## src/rtl/remp_pkg.sv

```systemverilog
// shared types, constants and helpers for the ramped encoder move profile
// no dependencies; the other files that use it refer to this package by scoped names

package remp_pkg;

   // widths of the count arithmetic
   localparam int COUNT_WIDTH = 24;
   localparam int FIELD_WIDTH = 24;
   localparam int WIDE_WIDTH  = ((COUNT_WIDTH > FIELD_WIDTH) ? COUNT_WIDTH : FIELD_WIDTH) + 2;

   // configuration port geometry
   localparam int CSR_ADDR_WIDTH = 4;
   localparam int CSR_DATA_WIDTH = 32;

   // speed limits in percent
   localparam logic signed [7:0] SPEED_MAX = 8'sd100;
   localparam logic signed [7:0] SPEED_MIN = -8'sd100;

   // register reset values
   localparam logic [6:0]  RAMP_STEP_RESET     = 7'd10;
   localparam logic [15:0] RAMP_INTERVAL_RESET = 16'd200;
   localparam logic [6:0]  MIN_SPEED_RESET     = 7'd10;
   localparam logic [15:0] DECEL_MARGIN_RESET  = 16'd150;

   // register indexes (byte address / 4)
   typedef enum logic [1:0] {
      REG_RAMP_STEP     = 2'd0,
      REG_RAMP_INTERVAL = 2'd1,
      REG_MIN_SPEED     = 2'd2,
      REG_DECEL_MARGIN  = 2'd3
   } reg_index_type;

   // item kinds
   localparam logic KIND_START = 1'b0;
   localparam logic KIND_TICK  = 1'b1;

   // move phases
   typedef enum logic [2:0] {
      PH_IDLE  = 3'd0,
      PH_RUN   = 3'd1,
      PH_DECEL = 3'd2,
      PH_REV   = 3'd3
   } phase_type;

   typedef struct packed {
      logic [6:0]  ramp_step;
      logic [15:0] ramp_interval;
      logic [6:0]  min_speed;
      logic [15:0] decel_margin;
   } cfg_type;

   typedef struct packed {
      logic                           kind;
      logic signed [7:0]              move_speed;
      logic signed [FIELD_WIDTH-1:0]  target_counts;
      logic                           ramp_enable;
      logic                           brake_at_end;
      logic signed [FIELD_WIDTH-1:0]  encoder_count;
   } req_type;

   typedef struct packed {
      logic signed [7:0] drive_speed;
      logic              brake_on;
      logic              encoder_clear;
      logic              move_done;
      logic              busy_res;
   } rsp_type;

   // saturate a wide signed value to the count range
   function automatic logic signed [COUNT_WIDTH-1:0] sat_count(
      input logic signed [WIDE_WIDTH-1:0] v);
      logic signed [WIDE_WIDTH-1:0] hi;
      logic signed [WIDE_WIDTH-1:0] lo;
      logic signed [COUNT_WIDTH-1:0] r;
      hi = {{(WIDE_WIDTH-COUNT_WIDTH+1){1'b0}}, {(COUNT_WIDTH-1){1'b1}}};
      lo = ~hi;
      if (v > hi) begin
         r = hi[COUNT_WIDTH-1:0];
      end else if (v < lo) begin
         r = lo[COUNT_WIDTH-1:0];
      end else begin
         r = v[COUNT_WIDTH-1:0];
      end
      return r;
   endfunction

endpackage

```

## src/rtl/remp_req_if.sv

```systemverilog
// request channel: move start and tick words with valid/ready handshake
// field widths come from remp_pkg

interface remp_req_if;
   logic                                   valid;
   logic                                   ready;
   logic                                   kind;
   logic signed [7:0]                      move_speed;
   logic signed [remp_pkg::FIELD_WIDTH-1:0] target_counts;
   logic                                   ramp_enable;
   logic                                   brake_at_end;
   logic signed [remp_pkg::FIELD_WIDTH-1:0] encoder_count;

   modport source (
      output valid, kind, move_speed, target_counts, ramp_enable, brake_at_end,
             encoder_count,
      input  ready
   );
   modport sink (
      input  valid, kind, move_speed, target_counts, ramp_enable, brake_at_end,
             encoder_count,
      output ready
   );
endinterface

```

## src/rtl/remp_rsp_if.sv

```systemverilog
// response channel: drive speed and move status words with valid/ready handshake
// no package dependencies

interface remp_rsp_if;
   logic              valid;
   logic              ready;
   logic signed [7:0] drive_speed;
   logic              brake_on;
   logic              encoder_clear;
   logic              move_done;
   logic              busy_res;

   modport source (
      output valid, drive_speed, brake_on, encoder_clear, move_done, busy_res,
      input  ready
   );
   modport sink (
      input  valid, drive_speed, brake_on, encoder_clear, move_done, busy_res,
      output ready
   );
endinterface

```

## src/rtl/remp_csr.sv

```systemverilog
// apb-style configuration registers for the move profile
// depends on remp_pkg for the register indexes and cfg_type

module remp_csr (
   input  logic                                clock,
   input  logic                                reset,
   input  logic                                csr_psel,
   input  logic                                csr_penable,
   input  logic                                csr_pwrite,
   input  logic [remp_pkg::CSR_ADDR_WIDTH-1:0] csr_paddr,
   input  logic [remp_pkg::CSR_DATA_WIDTH-1:0] csr_pwdata,
   output logic [remp_pkg::CSR_DATA_WIDTH-1:0] csr_prdata,
   output logic                                csr_pready,
   output remp_pkg::cfg_type                   cfg
);

   remp_pkg::cfg_type     cfg_ff;
   remp_pkg::cfg_type     cfg_in;
   remp_pkg::reg_index_type index;
   logic                  wr_en;

   assign csr_pready = 1'b1;
   assign index      = remp_pkg::reg_index_type'(csr_paddr[3:2]);
   assign wr_en      = csr_psel && csr_penable && csr_pwrite;
   assign cfg        = cfg_ff;

   // register write decode
   always_comb begin
      cfg_in = cfg_ff;
      if (wr_en) begin
         case (index)
            remp_pkg::REG_RAMP_STEP:     cfg_in.ramp_step     = csr_pwdata[6:0];
            remp_pkg::REG_RAMP_INTERVAL: cfg_in.ramp_interval = csr_pwdata[15:0];
            remp_pkg::REG_MIN_SPEED:     cfg_in.min_speed     = csr_pwdata[6:0];
            remp_pkg::REG_DECEL_MARGIN:  cfg_in.decel_margin  = csr_pwdata[15:0];
            default:                     cfg_in = cfg_ff;
         endcase
      end
   end

   always_ff @(posedge clock) begin
      if (reset) begin
         cfg_ff.ramp_step     <= remp_pkg::RAMP_STEP_RESET;
         cfg_ff.ramp_interval <= remp_pkg::RAMP_INTERVAL_RESET;
         cfg_ff.min_speed     <= remp_pkg::MIN_SPEED_RESET;
         cfg_ff.decel_margin  <= remp_pkg::DECEL_MARGIN_RESET;
      end else begin
         cfg_ff <= cfg_in;
      end
   end

   // read mux
   always_comb begin
      case (index)
         remp_pkg::REG_RAMP_STEP:     csr_prdata = {25'd0, cfg_ff.ramp_step};
         remp_pkg::REG_RAMP_INTERVAL: csr_prdata = {16'd0, cfg_ff.ramp_interval};
         remp_pkg::REG_MIN_SPEED:     csr_prdata = {25'd0, cfg_ff.min_speed};
         remp_pkg::REG_DECEL_MARGIN:  csr_prdata = {16'd0, cfg_ff.decel_margin};
         default:                     csr_prdata = '0;
      endcase
   end

endmodule

```

## src/rtl/remp_core.sv

```systemverilog
// move profile state machine: one start or tick word per fire, result out
// depends on remp_pkg for phases, payload types and count saturation

module remp_core (
   input  logic              clock,
   input  logic              reset,
   input  remp_pkg::cfg_type cfg,
   input  logic              fire,
   input  remp_pkg::req_type item,
   output remp_pkg::rsp_type result
);

   localparam int CW = remp_pkg::COUNT_WIDTH;
   localparam int WW = remp_pkg::WIDE_WIDTH;

   remp_pkg::phase_type           phase_ff, phase_in;
   logic signed [7:0]             setpoint_ff, setpoint_in;
   logic signed [7:0]             goal_speed_ff, goal_speed_in;
   logic signed [CW-1:0]          goal_counts_ff, goal_counts_in;
   logic signed [CW-1:0]          brake_offset_ff, brake_offset_in;
   logic [15:0]                   timer_ff, timer_in;
   logic                          ramp_flag_ff, ramp_flag_in;
   logic                          final_brake_ff, final_brake_in;

   logic signed [7:0]             spd;
   logic signed [WW-1:0]          tgt_w;
   logic signed [WW-1:0]          enc_w;
   logic signed [WW-1:0]          goal_w;
   logic signed [WW-1:0]          brake_point_w;
   logic signed [9:0]             sp_sum;
   logic signed [9:0]             sp_diff;
   logic signed [9:0]             min_w;
   logic [15:0]                   timer_inc;
   logic                          move_end;

   assign tgt_w     = WW'(item.target_counts);
   assign enc_w     = WW'(item.encoder_count);
   assign min_w     = {3'b000, cfg.min_speed};
   assign timer_inc = (timer_ff != 16'hFFFF) ? timer_ff + 16'd1 : timer_ff;
   assign goal_w    = WW'(goal_counts_ff);
   assign sp_sum    = 10'(setpoint_ff) + {3'b000, cfg.ramp_step};
   assign sp_diff   = 10'(setpoint_ff) - {3'b000, cfg.ramp_step};

   // requested speed clamped to the percent range
   always_comb begin
      if (item.move_speed > remp_pkg::SPEED_MAX) begin
         spd = remp_pkg::SPEED_MAX;
      end else if (item.move_speed < remp_pkg::SPEED_MIN) begin
         spd = remp_pkg::SPEED_MIN;
      end else begin
         spd = item.move_speed;
      end
   end

   // next state and result
   always_comb begin
      phase_in        = phase_ff;
      setpoint_in     = setpoint_ff;
      goal_speed_in   = goal_speed_ff;
      goal_counts_in  = goal_counts_ff;
      brake_offset_in = brake_offset_ff;
      timer_in        = timer_ff;
      ramp_flag_in    = ramp_flag_ff;
      final_brake_in  = final_brake_ff;
      brake_point_w   = goal_w;
      move_end        = 1'b0;
      result          = '0;

      if (item.kind == remp_pkg::KIND_START) begin
         // set up a new move, dropping any running one
         ramp_flag_in    = item.ramp_enable;
         final_brake_in  = item.brake_at_end;
         brake_offset_in = '0;
         timer_in        = '0;
         if (spd > 8'sd0 && item.target_counts > 0) begin
            goal_speed_in  = spd;
            goal_counts_in = remp_pkg::sat_count(tgt_w);
            if (item.ramp_enable) begin
               if ({1'b0, cfg.ramp_step} > remp_pkg::SPEED_MAX) begin
                  setpoint_in = remp_pkg::SPEED_MAX;
               end else begin
                  setpoint_in = {1'b0, cfg.ramp_step};
               end
            end else begin
               setpoint_in = spd;
            end
            phase_in = remp_pkg::PH_RUN;
         end else begin
            goal_speed_in  = (spd > 8'sd0) ? -spd : spd;
            goal_counts_in = remp_pkg::sat_count((item.target_counts > 0) ? -tgt_w : tgt_w);
            setpoint_in    = goal_speed_in;
            phase_in       = remp_pkg::PH_REV;
         end
         result.drive_speed   = setpoint_in;
         result.encoder_clear = 1'b1;
         result.busy_res      = 1'b1;
      end else begin
         timer_in = timer_inc;
         case (phase_ff)
            remp_pkg::PH_RUN: begin
               // ramp up, record braking offset at full speed
               if (setpoint_ff < goal_speed_ff && timer_inc > cfg.ramp_interval) begin
                  if (sp_sum >= 10'(goal_speed_ff)) begin
                     setpoint_in     = goal_speed_ff;
                     brake_offset_in = remp_pkg::sat_count(
                        enc_w - WW'({1'b0, cfg.decel_margin}));
                  end else begin
                     setpoint_in = sp_sum[7:0];
                  end
                  timer_in = '0;
               end
               brake_point_w = goal_w - WW'(brake_offset_in);
               if (enc_w >= brake_point_w) begin
                  if (ramp_flag_ff && enc_w < goal_w) begin
                     phase_in = remp_pkg::PH_DECEL;
                     timer_in = '0;
                  end else begin
                     move_end = 1'b1;
                  end
               end
            end
            remp_pkg::PH_DECEL: begin
               // step down towards the floor speed
               if (10'(goal_speed_ff) > min_w && timer_inc > cfg.ramp_interval) begin
                  if (sp_diff < min_w) begin
                     setpoint_in = min_w[7:0];
                  end else begin
                     setpoint_in = sp_diff[7:0];
                  end
                  timer_in = '0;
               end
               if (enc_w >= goal_w) begin
                  move_end = 1'b1;
               end
            end
            remp_pkg::PH_REV: begin
               if (enc_w < goal_w) begin
                  move_end = 1'b1;
               end
            end
            default: begin
               phase_in = remp_pkg::PH_IDLE;
            end
         endcase

         if (move_end) begin
            phase_in           = remp_pkg::PH_IDLE;
            result.brake_on    = final_brake_ff;
            result.move_done   = 1'b1;
         end else if (phase_ff == remp_pkg::PH_IDLE) begin
            result.brake_on    = final_brake_ff;
         end else begin
            result.drive_speed = setpoint_in;
            result.busy_res    = 1'b1;
         end
      end
   end

   // state registers
   always_ff @(posedge clock) begin
      if (reset) begin
         phase_ff        <= remp_pkg::PH_IDLE;
         setpoint_ff     <= '0;
         goal_speed_ff   <= '0;
         goal_counts_ff  <= '0;
         brake_offset_ff <= '0;
         timer_ff        <= '0;
         ramp_flag_ff    <= 1'b0;
         final_brake_ff  <= 1'b0;
      end else if (fire) begin
         phase_ff        <= phase_in;
         setpoint_ff     <= setpoint_in;
         goal_speed_ff   <= goal_speed_in;
         goal_counts_ff  <= goal_counts_in;
         brake_offset_ff <= brake_offset_in;
         timer_ff        <= timer_in;
         ramp_flag_ff    <= ramp_flag_in;
         final_brake_ff  <= final_brake_in;
      end
   end

endmodule

```

## src/rtl/ramped_encoder_move_profile_top.sv

```systemverilog
// top level of the ramped encoder move profile
// depends on remp_pkg, remp_req_if, remp_rsp_if, remp_csr and remp_core
//
//   channel   direction  handshake         payload
//   req_chan  in         valid/ready       kind, speed, target, ramp, brake, encoder
//   rsp_chan  out        valid/ready       drive speed, brake, clear, done, busy
//   csr_*     in/out     apb, pready high  four config registers at 4*i
//
// one word per cycle sustained while the response is not stalled; an accepted word waits
// in the input register, and its result is loaded into the response register to leave.
// the profile state updates once per word, so words chain without bubbles.
// synchronous active-high reset clears state, valids and config registers to defaults.
// a stalled response holds its register; the input register takes a word while it
// is empty, or while the response register is free or drained in the same cycle.

module ramped_encoder_move_profile_top (
   input  logic                                clock,
   input  logic                                reset,
   remp_req_if.sink                            req_chan,
   remp_rsp_if.source                          rsp_chan,
   input  logic                                csr_psel,
   input  logic                                csr_penable,
   input  logic                                csr_pwrite,
   input  logic [remp_pkg::CSR_ADDR_WIDTH-1:0] csr_paddr,
   input  logic [remp_pkg::CSR_DATA_WIDTH-1:0] csr_pwdata,
   output logic [remp_pkg::CSR_DATA_WIDTH-1:0] csr_prdata,
   output logic                                csr_pready
);

   remp_pkg::cfg_type cfg;
   remp_pkg::req_type stage_item_ff;
   logic              stage_valid_ff, stage_valid_in;
   remp_pkg::rsp_type out_item_ff;
   logic              out_valid_ff, out_valid_in;
   remp_pkg::rsp_type step_result;
   logic              out_load;
   logic              advance;
   logic              in_fire;

   remp_csr u_csr (
      .clock       (clock),
      .reset       (reset),
      .csr_psel    (csr_psel),
      .csr_penable (csr_penable),
      .csr_pwrite  (csr_pwrite),
      .csr_paddr   (csr_paddr),
      .csr_pwdata  (csr_pwdata),
      .csr_prdata  (csr_prdata),
      .csr_pready  (csr_pready),
      .cfg         (cfg)
   );

   remp_core u_core (
      .clock  (clock),
      .reset  (reset),
      .cfg    (cfg),
      .fire   (advance),
      .item   (stage_item_ff),
      .result (step_result)
   );

   // pipeline flow control
   assign out_load       = !out_valid_ff || rsp_chan.ready;
   assign advance        = stage_valid_ff && out_load;
   assign req_chan.ready = !stage_valid_ff || out_load;
   assign in_fire        = req_chan.valid && req_chan.ready;

   assign stage_valid_in = in_fire ? 1'b1 : (advance ? 1'b0 : stage_valid_ff);
   assign out_valid_in   = advance ? 1'b1 : (rsp_chan.ready ? 1'b0 : out_valid_ff);

   always_ff @(posedge clock) begin
      if (reset) begin
         stage_valid_ff <= 1'b0;
         out_valid_ff   <= 1'b0;
      end else begin
         stage_valid_ff <= stage_valid_in;
         out_valid_ff   <= out_valid_in;
      end
   end

   // input register
   always_ff @(posedge clock) begin
      if (in_fire) begin
         stage_item_ff.kind          <= req_chan.kind;
         stage_item_ff.move_speed    <= req_chan.move_speed;
         stage_item_ff.target_counts <= req_chan.target_counts;
         stage_item_ff.ramp_enable   <= req_chan.ramp_enable;
         stage_item_ff.brake_at_end  <= req_chan.brake_at_end;
         stage_item_ff.encoder_count <= req_chan.encoder_count;
      end
   end

   // response register
   always_ff @(posedge clock) begin
      if (advance) begin
         out_item_ff <= step_result;
      end
   end

   assign rsp_chan.valid         = out_valid_ff;
   assign rsp_chan.drive_speed   = out_item_ff.drive_speed;
   assign rsp_chan.brake_on      = out_item_ff.brake_on;
   assign rsp_chan.encoder_clear = out_item_ff.encoder_clear;
   assign rsp_chan.move_done     = out_item_ff.move_done;
   assign rsp_chan.busy_res      = out_item_ff.busy_res;

endmodule
```

## src/flat_wrapper.sv

```systemverilog
// flat-port wrapper written by rule: the top's interface ports become plain ports
module ramped_encoder_move_profile_top_flat 
  (clock, reset, csr_psel, csr_penable, csr_pwrite, csr_paddr, csr_pwdata, csr_prdata, csr_pready, req_chan_valid, req_chan_kind, req_chan_move_speed, req_chan_target_counts, req_chan_ramp_enable, req_chan_brake_at_end, req_chan_encoder_count, req_chan_ready, rsp_chan_valid, rsp_chan_drive_speed, rsp_chan_brake_on, rsp_chan_encoder_clear, rsp_chan_move_done, rsp_chan_busy_res, rsp_chan_ready);
  remp_req_if req_chan_i ();
  remp_rsp_if rsp_chan_i ();
  input  logic clock;
  input  logic reset;
  input  logic csr_psel;
  input  logic csr_penable;
  input  logic csr_pwrite;
  input  logic [remp_pkg::CSR_ADDR_WIDTH-1:0] csr_paddr;
  input  logic [remp_pkg::CSR_DATA_WIDTH-1:0] csr_pwdata;
  output logic [remp_pkg::CSR_DATA_WIDTH-1:0] csr_prdata;
  output logic csr_pready;
  input wire logic [$bits(req_chan_i.valid)-1:0] req_chan_valid;
  input wire logic [$bits(req_chan_i.kind)-1:0] req_chan_kind;
  input wire logic [$bits(req_chan_i.move_speed)-1:0] req_chan_move_speed;
  input wire logic [$bits(req_chan_i.target_counts)-1:0] req_chan_target_counts;
  input wire logic [$bits(req_chan_i.ramp_enable)-1:0] req_chan_ramp_enable;
  input wire logic [$bits(req_chan_i.brake_at_end)-1:0] req_chan_brake_at_end;
  input wire logic [$bits(req_chan_i.encoder_count)-1:0] req_chan_encoder_count;
  output wire logic [$bits(req_chan_i.ready)-1:0] req_chan_ready;
  output wire logic [$bits(rsp_chan_i.valid)-1:0] rsp_chan_valid;
  output wire logic [$bits(rsp_chan_i.drive_speed)-1:0] rsp_chan_drive_speed;
  output wire logic [$bits(rsp_chan_i.brake_on)-1:0] rsp_chan_brake_on;
  output wire logic [$bits(rsp_chan_i.encoder_clear)-1:0] rsp_chan_encoder_clear;
  output wire logic [$bits(rsp_chan_i.move_done)-1:0] rsp_chan_move_done;
  output wire logic [$bits(rsp_chan_i.busy_res)-1:0] rsp_chan_busy_res;
  input wire logic [$bits(rsp_chan_i.ready)-1:0] rsp_chan_ready;
  assign req_chan_i.valid = req_chan_valid;
  assign req_chan_i.kind = req_chan_kind;
  assign req_chan_i.move_speed = req_chan_move_speed;
  assign req_chan_i.target_counts = req_chan_target_counts;
  assign req_chan_i.ramp_enable = req_chan_ramp_enable;
  assign req_chan_i.brake_at_end = req_chan_brake_at_end;
  assign req_chan_i.encoder_count = req_chan_encoder_count;
  assign req_chan_ready = req_chan_i.ready;
  assign rsp_chan_valid = rsp_chan_i.valid;
  assign rsp_chan_drive_speed = rsp_chan_i.drive_speed;
  assign rsp_chan_brake_on = rsp_chan_i.brake_on;
  assign rsp_chan_encoder_clear = rsp_chan_i.encoder_clear;
  assign rsp_chan_move_done = rsp_chan_i.move_done;
  assign rsp_chan_busy_res = rsp_chan_i.busy_res;
  assign rsp_chan_i.ready = rsp_chan_ready;
  ramped_encoder_move_profile_top u_core (.clock(clock), .reset(reset), .req_chan(req_chan_i), .rsp_chan(rsp_chan_i), .csr_psel(csr_psel), .csr_penable(csr_penable), .csr_pwrite(csr_pwrite), .csr_paddr(csr_paddr), .csr_pwdata(csr_pwdata), .csr_prdata(csr_prdata), .csr_pready(csr_pready));
endmodule
```

## config.mk

```make
export PLATFORM = sky130hd
export DESIGN_NAME = ramped_encoder_move_profile_top_flat
export DESIGN_NICKNAME = d
export VERILOG_FILES = /design/src/rtl/remp_pkg.sv /design/src/rtl/remp_req_if.sv /design/src/rtl/remp_rsp_if.sv /design/src/rtl/remp_csr.sv /design/src/rtl/remp_core.sv /design/src/rtl/ramped_encoder_move_profile_top.sv /design/src/flat_wrapper.sv
export SDC_FILE = /design/constraint.sdc
export NUM_CORES = 1
export LEC_CHECK = 0
export BUFFER_PORTS_ARGS = -buffer_cell sky130_fd_sc_hd__buf_2
export CAP_MARGIN = 25
export CORE_MARGIN = 2
export CORE_UTILIZATION = 30
export CTS_CLUSTER_SIZE = 14
export DETAILED_ROUTE_END_ITERATION = 12
export HOLD_SLACK_MARGIN = 0.06
export REMOVE_ABC_BUFFERS = 1
export SLEW_MARGIN = 5
export SYNTH_ARGS = -nofsm -noshare
export SYNTH_HDL_FRONTEND = slang
export SYNTH_SLANG_ARGS = --single-unit
export TNS_END_PERCENT = 10
```

## constraint.sdc

```tcl
create_clock -name clock -period 8.4 [get_ports clock]
set_input_delay 1.68 -clock clock [delete_from_list [all_inputs] [get_ports clock]]
set_output_delay 1.68 -clock clock [all_outputs]
set_load 0.1 [all_outputs]
```

== Word level (Yosys, flattened, before mapping) ==
Index checks and enable logic that the tools add are counted.

* $add $sub $neg: 7
* Order comparisons: 19
* Eq/ne operators: 11
* Mux-type cells: 60
* Bitwise operators: 1
* Reductions and logical operators: 24

{| class="wikitable"
|+ Operators with widths
! operator !! count
|-
| 24-bit 2-to-1 mux || 13
|-
| 32-bit one-hot mux with 4 select lines || 1
|-
| 8-bit 2-to-1 mux || 14
|-
| 16-bit 2-to-1 mux || 6
|-
| 16-bit one-hot mux with 2 select lines || 1
|-
| 26-bit by 24-bit > comparator with 1-bit output (second input constant) || 1
|-
| 26-bit by 24-bit less-than comparator with 1-bit output (second input constant) || 1
|-
| 26-bit 2-to-1 mux || 1
|-
| 24-bit negator with 26-bit output || 1
|-
| 24-bit by 25-bit >= comparator with 1-bit output || 1
|-
| 25-bit by 24-bit > comparator with 1-bit output (second input constant) || 1
|-
| 25-bit by 24-bit less-than comparator with 1-bit output (second input constant) || 1
|-
| 24-bit by 17-bit subtractor with 25-bit output || 1
|-
| 24-bit by 24-bit subtractor with 25-bit output || 1
|-
| 24-bit >= comparator || 1
|-
| 24-bit by 1-bit > comparator with 1-bit output (second input constant) || 1
|-
| 24-bit > comparator (second input constant) || 1
|-
| 24-bit less-than comparator || 1
|-
| 24-bit less-than comparator (second input constant) || 1
|-
| 16-bit by 1-bit adder with 16-bit output (second input constant) || 1
|-
| 16-bit > comparator || 1
|-
| 16-bit inequality test (second input constant) || 1
|-
| 8-bit one-hot mux with 2 select lines || 1
|-
| 1-bit 2-to-1 mux || 15
|-
| 33 further kinds || 54
|}

* Bits in registers: 204
* Bits of input ports: 102
* Output and inout port bits: 47
* Logic and storage cells: 147

== Longest topological paths before layout ==
Gate-level depths: netlist (run 1).

* Word-level depth: 15
* Depth in mapped cells: 44
* Depth with buffers taken out: 38

== Modules after synthesis ==
From an unflattened synthesis (run 1), not the netlist that was laid out.

* Cells, all modules: 1638
* Area, all modules: 14779.2 µm²

{| class="wikitable"
|+ By module, submodules not included
! module !! times used !! cells each !! area each (µm²) !! sequential area each (µm²)
|-
| remp_core || 1 || 1330 || 10158.5 || 1681.6
|-
| remp_csr || 1 || 227 || 2384.8 || 920.9
|-
| ramped_encoder_move_profile_top || 1 || 81 || 2235.9 || 2172.1
|}

== Least setup slack after synthesis (run 1) ==
Ideal clock, no wire load.

* Path kind: reg2reg
* Start point: register u_core.u_core.timer_ff[2]
* End point: register u_core.out_item_ff, in the netlist u_core.rsp_chan.drive_speed[4], data pin
* Library setup time: 0.255 ns
* Data arrival time: 8.068 ns
* Data required time: 8.145 ns
* Setup slack: 0.077 ns
* Stages on the path, launching flop included: 43
* Buffers on the path: 5
* Period minus slack after synthesis: 8.323 ns
* Cell sequence: dfxtp_1 -> clkbuf_1 -> and4_1 -> and3_1 -> and4_1 -> nand2b_1 -> clkbuf_1 -> and3_1 -> clkbuf_1 -> nand3_1 -> xnor2_1 -> ha_1 -> nand2_1 -> or3_1 -> a211o_1 -> a31oi_1 -> o21ai_0 -> nor2_1 -> [7 not listed] -> o21ai_0 -> a22oi_1 -> a21o_1 -> a2111oi_0 -> o31ai_1 -> a21oi_1 -> nor2_1 -> xnor2_1 -> ha_1 -> nand3_1 -> nor3_1 -> a31oi_1 -> o22ai_1 -> a21oi_1 -> o32ai_1 -> o21a_1 -> inv_1 -> and3_1

{| class="wikitable"
|+ RTL lines
! item !! line !! RTL
|-
| start, declared || remp_core.sv:21 || <nowiki>logic [15:0] timer_ff, timer_in;</nowiki>
|-
| start signal, assigned || remp_core.sv:176 || <nowiki>timer_ff <= timer_in;</nowiki>
|-
| end signal, assigned || ramped_encoder_move_profile_top.sv:96 || <nowiki>out_item_ff <= step_result;</nowiki>
|-
| end, declared || ramped_encoder_move_profile_top.sv:33 || <nowiki>remp_pkg::rsp_type out_item_ff;</nowiki>
|}

== Final worst setup path (run 1) ==
* Start point: register u_core.u_core.timer_ff[9]
* End point: register u_core.u_core.phase_ff[1]

* Word-level cells in the longest chain between the ends: 14
* Elaborated cells on any way between the ends: 19
* Classes of those cells: add/sub (2); order compare (2); eq/ne (4); mux (9); reduce/logical (2)

{| class="wikitable"
|+ RTL lines
! item !! line !! RTL
|-
| 16-bit by 1-bit adder with 16-bit output or 16-bit inequality test (tied branches) || remp_core.sv:39 || <nowiki>assign timer_inc = (timer_ff != 16'hFFFF) ? timer_ff + 16'd1 : timer_ff;</nowiki>
|-
| 16-bit 2-to-1 mux * || remp_core.sv:39 ||
|-
| 16-bit > comparator * || remp_core.sv:102 || <nowiki>if (setpoint_ff < goal_speed_ff && timer_inc > cfg.ramp_interval) begin</nowiki>
|-
| 1-bit logical AND * || remp_core.sv:102 ||
|-
| 24-bit 2-to-1 mux * || remp_core.sv:102 ||
|-
| 24-bit 2-to-1 mux * || remp_core.sv:99 || <nowiki>case (phase_ff)</nowiki>
|-
| 24-bit 2-to-1 mux * || remp_core.sv:69 || <nowiki>if (item.kind == remp_pkg::KIND_START) begin</nowiki>
|-
| 24-bit by 24-bit subtractor with 25-bit output * || remp_core.sv:112 || <nowiki>brake_point_w = goal_w - WW'(brake_offset_in);</nowiki>
|-
| 24-bit by 25-bit >= comparator with 1-bit output * || remp_core.sv:113 || <nowiki>if (enc_w >= brake_point_w) begin</nowiki>
|-
| 1-bit 2-to-1 mux || remp_core.sv:113 ||
|-
| 1-bit one-hot mux with 3 select lines || remp_core.sv:99 ||
|-
| 1-bit 2-to-1 mux || remp_core.sv:69 ||
|-
| 4-bit inequality test (no line), or another cell as far along || - ||
|-
| 4-bit AND reduction (no line) or 3-bit 2-to-1 mux (tied branches) || - ||
|-
| end signal, assigned || remp_core.sv:162 || <nowiki>phase_ff <= remp_pkg::PH_IDLE;</nowiki>
|-
| end signal, assigned || remp_core.sv:171 || <nowiki>phase_ff <= phase_in;</nowiki>
|-
| end, declared || remp_core.sv:16 || <nowiki>remp_pkg::phase_type phase_ff, phase_in;</nowiki>
|}

Every way passes the cells marked *; elsewhere a longest branch is shown, timed or not. The select of a mux whose other input is x is not followed.
A chain may end at the register's enable or synchronous reset.

==> impl.org, run 1 <==
** Setup path
- Arrival @ worst endpoint :: 8430 ps
- Cell with the biggest individual delay on the critical path :: sky130_fd_sc_hd__or4_1
- Data required time of the critical path :: 8810 ps
- The setup check on the worst reg-to-reg path leaves a slack of 380 ps.
- The largest single stage delay on the critical path is 470 ps.
- Critical Path Start Type :: register
- By startpoint and endpoint, the worst setup path is classified as reg -> reg.
- The startpoint identified for the worst register-to-register timing path is u_core.u_core.timer_ff[9].
- STA classifies the critical path endpoint as a register.
- Together, buffers and inverters on the worst path number 5.
- Critical path launch point :: u_core.u_core.timer_ff[9]
- Cell family contributing the most delay on the critical path :: compound AO/OA/AOI/OAI gates
- Max FO, Critical Path :: 5
- Most common cell type on the critical path :: sky130_fd_sc_hd__buf_4

** CTS
- For this design, the sink count on the clock tree is 203.
- Clock latency on the worst-skew pair, taken at its later pin, is 540 ps.
- Max H-tree Level :: 1
- CTS clock-pin slew for the worst setup and hold paths :: 60 ps
- TritonCTS built the clock tree.
- The number of clock buffers added by TritonCTS is 25.
- Post-CTS Hold Buffers :: 0
- The root buffer cell chosen for the clock tree is sky130_fd_sc_hd__clkbuf_16.
- The clock passes through at most 3 buffers.

** Global routing
- The first global-routing pass estimated about 70000 um of wire.
- Number of antenna violations at the first check in global routing :: 0
- Vias in the first global route :: 12800
- Pin count of the biggest net entering global routing :: 60
- Total global-route track usage :: 0.175
- Leftover overflow at the end of global routing :: 0

** Min path
- In this run the worst hold path is classified as reg -> reg.
- In this run the most critical hold path is launched from u_core.u_core.final_brake_ff.

** Route
- Vias after detailed routing :: 13100
- Pre-antenna DRT Iters :: 5
- Met3 wire length :: 2230 um
- Detailed route wirelength on metal2 :: 19700 um
- After detailed routing, no signal wire sits above met4.
- Wire length per cell :: 18.1 um
- Post-Route WL :: 44800 um
- Via density per instance :: 5.31
- After detailed routing, the wire length on met1 is 21600 um.
- In this run, the number of DRC markers left after iteration 0 of detailed routing was 820.
- In the routed design, unresolved DRC markers number 0.
- The count of nets left with antenna violations once routing finished came out at 0.

** Placed design
- Global placement routability congestion :: 0.876
- The HPWL after detailed placement is 34600 um.
- Number of input and output port buffers inserted :: 113
- Placed inst area :: 0.0162 sq mm

** Yosys
- Most used flip-flop cell after synthesis :: sky130_fd_sc_hd__dfxtp_1
- Most used standard cell by instance count after synthesis :: sky130_fd_sc_hd__ha_1
- Post-synth EDFFs :: 71
- The cell area that synthesis handed to floorplanning was 0.0145 sq mm.
- Largest area contributor in the netlist :: sky130_fd_sc_hd__dfxtp_1
- Number of different library cells in the post-synthesis netlist :: 73
- Leading post-synthesis cells by cell area :: sky130_fd_sc_hd__dfxtp_1 (18%), sky130_fd_sc_hd__edfxtp_1 (15%), sky130_fd_sc_hd__ha_1 (13%)
- Ranked by instance count, the synthesized netlist is headed by sky130_fd_sc_hd__ha_1 (156), sky130_fd_sc_hd__nand2_1 (146), sky130_fd_sc_hd__a21oi_1 (133), sky130_fd_sc_hd__dfxtp_1 (132), sky130_fd_sc_hd__inv_1 (122).
- In the synthesized netlist the async set-or-reset flop fraction comes to 0.
- For this run, the number of Yosys warnings is 0.
- Count of state elements after synthesis :: 203
- Each instance of the synthesized netlist takes up on average 8.70 sq um.
- Seq/Total Area, Yosys :: 0.329
- Instance count of the mapped netlist :: roughly 1700
- Top cell type's share of synthesized area :: 0.182

** Floorplan
- 149 I/O pins were placed.
- Initial core utilization :: 0.304
- From bottom edge to top edge, the die measures between 200 and 250 um.
- In this run the core area contains 80 standard-cell rows.
- From left edge to right edge, the die measures 224 um.
- Die outline area :: 0.0502 sq mm
- In this run the standard cell core region covers 0.0477 sq mm.

** Timing
- Hold is met by 450 ps.
- For the pin with the worst max-slew slack, the measured transition is about 1000 ps.
- The final-report max-slew violation count came to 0.
- Max Clk Rate :: 125 MHz
- Final-report hold violation count :: 0
- Measured against its own limit, the worst slew margin works out to 0.333.
- Clock period minus worst slack :: about 8000 ps
- In the final timing run, aggregate negative setup slack is 0 ps.
- Period utilization :: 0.954
- Setup clock skew after layout :: 14.8 ps
- Setup violations remaining at the end of the flow were counted as 0.

** Finish
- Final design area excluding fillers :: 0.0173 sq mm
- For this run, the share of the core covered by cells in the final layout is 0.362.
- The repair_antennas step left the layout with diodes totalling 0.
- After the last flow step, the layout net total stands at 2107.
- Relative to the synthesized area, the layout overhead comes to 18.9%.
- Share of cells above drive strength 1 :: 0.169

** Pwr
- Leak Pwr :: between 6 and 7 nW
- Across the VDD grid, the largest voltage drop is around 0.15 mV.
- For this design the ratio of total power to cell area is approximately 170 mW/mm^2.
- Total power of the final layout :: 2.94 mW

** Job
- # Max-Cap Violations :: 0

** Outcome
- The run finished with clean final reports.
[power by group]
part	internal (mW)	total [mW]	switching, mW
clock network	0.668	1.10	0.433
registers	1.06	1.10	0.0437
logic	0.289	0.733	0.445
[per-stage QoR]
step / instances / setup slack, ps
finish: 2477 / 383
global route: 2477 / -25.4
CTS: 2470 / 22.0
detailed placement: 2426 / -283
global placement: 2426 / -287
floorplan: 1603 / -1050
[cells in the final DEF, fill, tap and decap left out, types with 29 or more instances in the layout]
master / n
sky130_fd_sc_hd__a221oi_1: 29
sky130_fd_sc_hd__edfxtp_1: 71
sky130_fd_sc_hd__buf_4: 99
sky130_fd_sc_hd__xnor2_1: 42
sky130_fd_sc_hd__xor2_1: 37
sky130_fd_sc_hd__ha_1: 156
sky130_fd_sc_hd__a21oi_1: 128
sky130_fd_sc_hd__nand2_1: 146
sky130_fd_sc_hd__o211ai_1: 46
sky130_fd_sc_hd__nor2_1: 113
sky130_fd_sc_hd__nand3_1: 35
sky130_fd_sc_hd__nor3_1: 34
sky130_fd_sc_hd__buf_2: 114
sky130_fd_sc_hd__o21ai_0: 83
sky130_fd_sc_hd__dfxtp_1: 130
sky130_fd_sc_hd__inv_1: 122
sky130_fd_sc_hd__a211oi_1: 31
[per-layer routing]
layer / global-route usage / up-vias
met5: 0 / -
met4: 0.0505 / 0
met3: 0.0233 / 74
met2: 0.277 / 349
met1: 0.247 / 6244
li1: - / 6478
[logic make-up (layout without fill, tap and decap cells)]
group	Yosys count	in the layout	synth area share
buffers and inverters	206	383	0.0591
xor gates and xnor gates	79	79	0.0476
AOI/OAI and AO/OA	516	516	0.237
adders and majority gates	160	160	0.140
other	2	17	0.000517
and+or+nand+nor	462	462	0.151
DFF	203	203	0.329
muxes	42	42	0.0358
[worst register-to-register path, delay by kind of cell, from the launching register on]
kind,cells,cell delay [ps]
AO/OA/AOI/OAI,16,3360
XOR/XNOR,1,150
adder cells (fa/ha/maj),3,850
buffers and inverters,5,750
flip-flops,1,350
multiplexers,1,120
AND/OR/NAND/NOR,12,2330
[path summary, 6_finish.rpt]
| check | depth (start not counted) | end |
|---|---|---|
| max | 38 | u_core.u_core.phase_ff[1] |
| min | 2 | u_core.u_core.final_brake_ff |
| max reg2reg | 38 | u_core.u_core.phase_ff[1] |
| min reg2reg | 2 | u_core.u_core.final_brake_ff |
[area by class of cell]
type	instances	area, sq um
tap	615	769
inverter	124	465
clock inverter	6	80.1
timing repair buffer	215	1340
fill	4809	30500
sequential	203	4780
clock buffer	38	746
multi-input combinational	1276	9090
[state kept, by name, summed over array words and instances, names as in the netlist]
register                       flops
u_core.u_csr.cfg                  46
u_core.u_core.timer_ff            16
u_core.rsp_chan.encoder_clear      1
u_core.stage_item_ff              59
u_core.u_core.goal_speed_ff        8
u_core.rsp_chan.busy_res           1
u_core.u_core.phase_ff             2
u_core.rsp_chan.valid              1
u_core.rsp_chan.drive_speed        8
u_core.u_core.setpoint_ff          8
u_core.u_core.goal_counts_ff      24
u_core.stage_valid_ff              1
u_core.u_core.brake_offset_ff     24
u_core.rsp_chan.brake_on           1
u_core.u_core.ramp_flag_ff         1
u_core.rsp_chan.move_done          1
u_core.u_core.final_brake_ff       1
[timing repair]
item / 4_1_cts / 5_1_grt
pin swaps: 0 / 14
hold endpoints to repair: 0 / 0
endpoints found under the setup margin: 28 / 29
setup buffers: 0 / 6
gates resized for setup: 6 / 33
No activity file was read; power rests on OpenSTA's default activity.
==> run 2: changes to the inputs <==
--- a/config.mk
+++ b/config.mk
@@ -8,7 +8,7 @@
 export BUFFER_PORTS_ARGS = -buffer_cell sky130_fd_sc_hd__buf_2
 export CAP_MARGIN = 25
 export CORE_MARGIN = 2
-export CORE_UTILIZATION = 30
+export CORE_UTILIZATION = 23
 export CTS_CLUSTER_SIZE = 14
 export DETAILED_ROUTE_END_ITERATION = 12
 export HOLD_SLACK_MARGIN = 0.06
==> run 2 against run 1 <==
Non-clock buffer count increased by 28. Sequential power about the same. Clock power barely moved. Combinational power increased by 4.6%. Wire length rose by 6.9%. Hold slack improved by 2.9 ps. Largest cell class unchanged. Largest power group is now clock.
==> impl.org, run 2 (synthesized netlist as in run 1, its figures left out) <==
** Finish
- Final standard cell utilization of the core :: 0.284 (-0.0773)
- Non-filler cells in the finished layout :: 2740 (+11%)
- The final standard cell area without fillers is 0.0178 sq mm (+3.3%).
- Register bank with the most flops :: u_core.stage_item_ff
- The library cell used most frequently in the layout, excluding fill and tap cells, is sky130_fd_sc_hd__ha_1.
- Fill count :: 6598 (+37%)
- From synthesis to final layout, the design area changed by 22.8%.
- Share of cells above drive strength 1 :: 0.184 (+0.0156)
- Number of flip-flops under the largest register name :: 59 (unchanged)
- Most frequent cells in the layout :: sky130_fd_sc_hd__ha_1 (155), sky130_fd_sc_hd__nand2_1 (146), sky130_fd_sc_hd__dfxtp_1 (132)
- The antenna cell count came to 0 (unchanged).
- The number of nets in the finished design was 2136 (+1.4%).

** Timing
- The total of endpoints with negative setup slack in the final report is 0 (unchanged).
- The worst hold-check slack came to 453 ps (+2.93 ps).
- The minimum clock period after layout is 8130 ps (+116 ps).
- The largest clock skew in the final design is 20.2 ps (+5.35 ps).
- The upper clock frequency limit came to 123 MHz (-1.4%).
- The final total negative setup slack was 0 ps (unchanged).
- The post-route clock period utilization came to 0.968 (+0.0138).
- Final-report hold violation count :: 0 (unchanged)
- Actual transition at the worst max-transition pin :: 947 ps (-49.7 ps)
- The final setup slack of the worst path came to 267 ps (-116 ps).
- The final-report max-slew violation count is 0 (unchanged).
- Headroom to the max-slew limit :: 0.369 (+0.0356)

** Setup path
- Most common cell type on the critical path :: sky130_fd_sc_hd__buf_4
- The register-to-register path setup slack came to 270 ps (-120 ps).
- The worst setup path is launched from a register.
- Data required time of the critical path :: 8720 ps (-90 ps)
- The most critical setup path has its endpoint at u_core.rsp_chan.drive_speed[5].
- Arrival @ worst endpoint :: 8450 ps (+20 ps)
- The depth of the most critical reg-to-reg path was 43 (+13%).
- Critical path start-end classification :: reg -> reg
- Critical path launch point :: u_core.u_core.timer_ff[9]
- The largest fanout on the critical path is 15 (+10).
- Worst reg2reg endpoint :: u_core.rsp_chan.drive_speed[5]
- The largest stage delay on the critical path is 360 ps (-110 ps).
- The slowest stage of the critical path belongs to the cell sky130_fd_sc_hd__ha_1.
- The worst setup path is captured at a register.
- Crit Reg-Reg Startpoint :: u_core.u_core.timer_ff[9]

** Route
- The number of iterations in the first detailed-routing pass is 5 (unchanged).
- The overall via count from detail_route is 13400 (+1.9%).
- Via density per instance :: 4.89 (-7.9%)
- The average wire per cell in the routed design is 17.5 um (-3.4%).
- The count of antenna-violating nets left after detailed routing came to 0 (unchanged).
- Post-Route WL :: 47900 um (+6.9%)
- The number of DRC markers after the initial detailed-route iteration was 871 (+6.2%).
- The remaining design rule violation count is 0 (unchanged).

** Floorplan
- The vertical extent of the die came to 255 um (+14%).
- The area of the core is 0.0627 sq mm (+31%).
- Die outline area :: 0.0652 sq mm (+30%)
- The count of boundary I/O pins was 149 (unchanged).
- Horizontal extent of the die :: 255 um (+14%)
- The number of placement rows came to 92 (+15%).
- Initial core utilization :: 0.231 (-0.0727)

** Placed design
- Number of input and output port buffers inserted :: 113 (unchanged)
- Placed cell count :: 2686 (+11%)
- The worst setup slack after placement was -295 ps (-12.0 ps).
- Placed inst area :: 0.0168 sq mm (+3.3%)
- The routability-driven placement congestion ratio came to 0.896 (+2.3%).
- HPWL after DPL :: 37700 um (+9.0%)

** CTS
- Max H-tree Level :: 1 (unchanged)
- Clock latency on the worst-skew pair :: 560 ps (+20 ps)
- The clock transition at the registers of the reported paths came to 60 ps (about the same).
- Buffer cell driving the clock tree root :: sky130_fd_sc_hd__clkbuf_16
- The number of buffers added by the clock tree synthesis step was 26 (+4.0%).
- Maximum root-to-sink buffer count :: 3 (unchanged)
- TritonCTS built the clock tree.
- The number of clock sinks is 203 (unchanged).

** Global routing
- Total global-route track usage :: 0.143 (-0.0315)
- Pin count of the biggest net entering global routing :: 60 (unchanged)
- The residual overflow from global routing came to 0 (unchanged).
- The initial antenna violation count came to 4 (+4).
- Vias in the first global route :: 13100 (+2.0%)
- The wire length of the first global-routing pass is 72500 um (+3.8%).

** Outcome
- Status :: complete, no violations

** Pwr
- Peak supply drop :: 0.143 mV (-6.4%)
- The total power after layout came to 2.98 mW (+1.3%).
- The power per cell area is 167 mW/mm^2 (-1.9%).
- Leak Pwr :: 7.06 nW (+2.3%)

** Min path
- Path type of the worst min-delay path :: reg -> reg

** Job
- # Max-Cap Violations :: 0 (unchanged)
-- run 2: how the worst min path moves through the flow --
stage                                            from                                 to  slack (ps)  cells past startpoint
detailed placement  u_core.u_core.brake_offset_ff[13]  u_core.u_core.brake_offset_ff[13]         450                      2
global route             u_core.u_core.final_brake_ff       u_core.u_core.final_brake_ff         480                      2
CTS                 u_core.u_core.brake_offset_ff[23]  u_core.u_core.brake_offset_ff[23]         450                      2
global placement     u_core.u_core.brake_offset_ff[4]   u_core.u_core.brake_offset_ff[4]         440                      2
floorplan                u_core.u_core.final_brake_ff       u_core.u_core.final_brake_ff         430                      2
finish                   u_core.u_core.final_brake_ff       u_core.u_core.final_brake_ff         450                      2
-- run 2: timing repair --
item                                    CTS  global route
endpoints found under the setup margin   29            29
gates resized for setup                   7            30
buffers inserted                          0             5
hold buffers                              0             0
pin swaps                                 0            22
-- run 2: worst max-delay path, delay by kind of cell (launching register included) --
family	cells	cell delay (ps)
xor gates and xnor gates	1	140
buffers and inverters	8	1190
DFF	1	340
and+or+nand+nor	17	2740
adders and majority gates	3	1030
AOI/OAI and AO/OA	14	2450
-- run 2: final cells by class --
cell class	count	area [sq um]	area share
flip-flops and latches	203	4770	0.268
inverters	124	465	0.0261
multi-input cells	1276	9130	0.512
clock buffers	37	744	0.0417
clock inverters	11	101	0.00568
repair buffers	243	1570	0.0878
well taps	846	1060	0.0593
-- run 2: metal layers --
metal	track usage	share of wire	vias to the layer above
li1	-	-	6550
met1	0.187	0.45	6358
met2	0.234	0.45	396
met3	0.0286	0.070	80
met4	0.0490	0.030	8
met5	0	0.0020	-
-- run 2: power by group --
group	internal, mW	switching [mW]	total [mW]
combinational	0.308	0.459	0.767
clock	0.651	0.456	1.11
sequential	1.06	0.0438	1.10
total	2.02	0.959	2.98
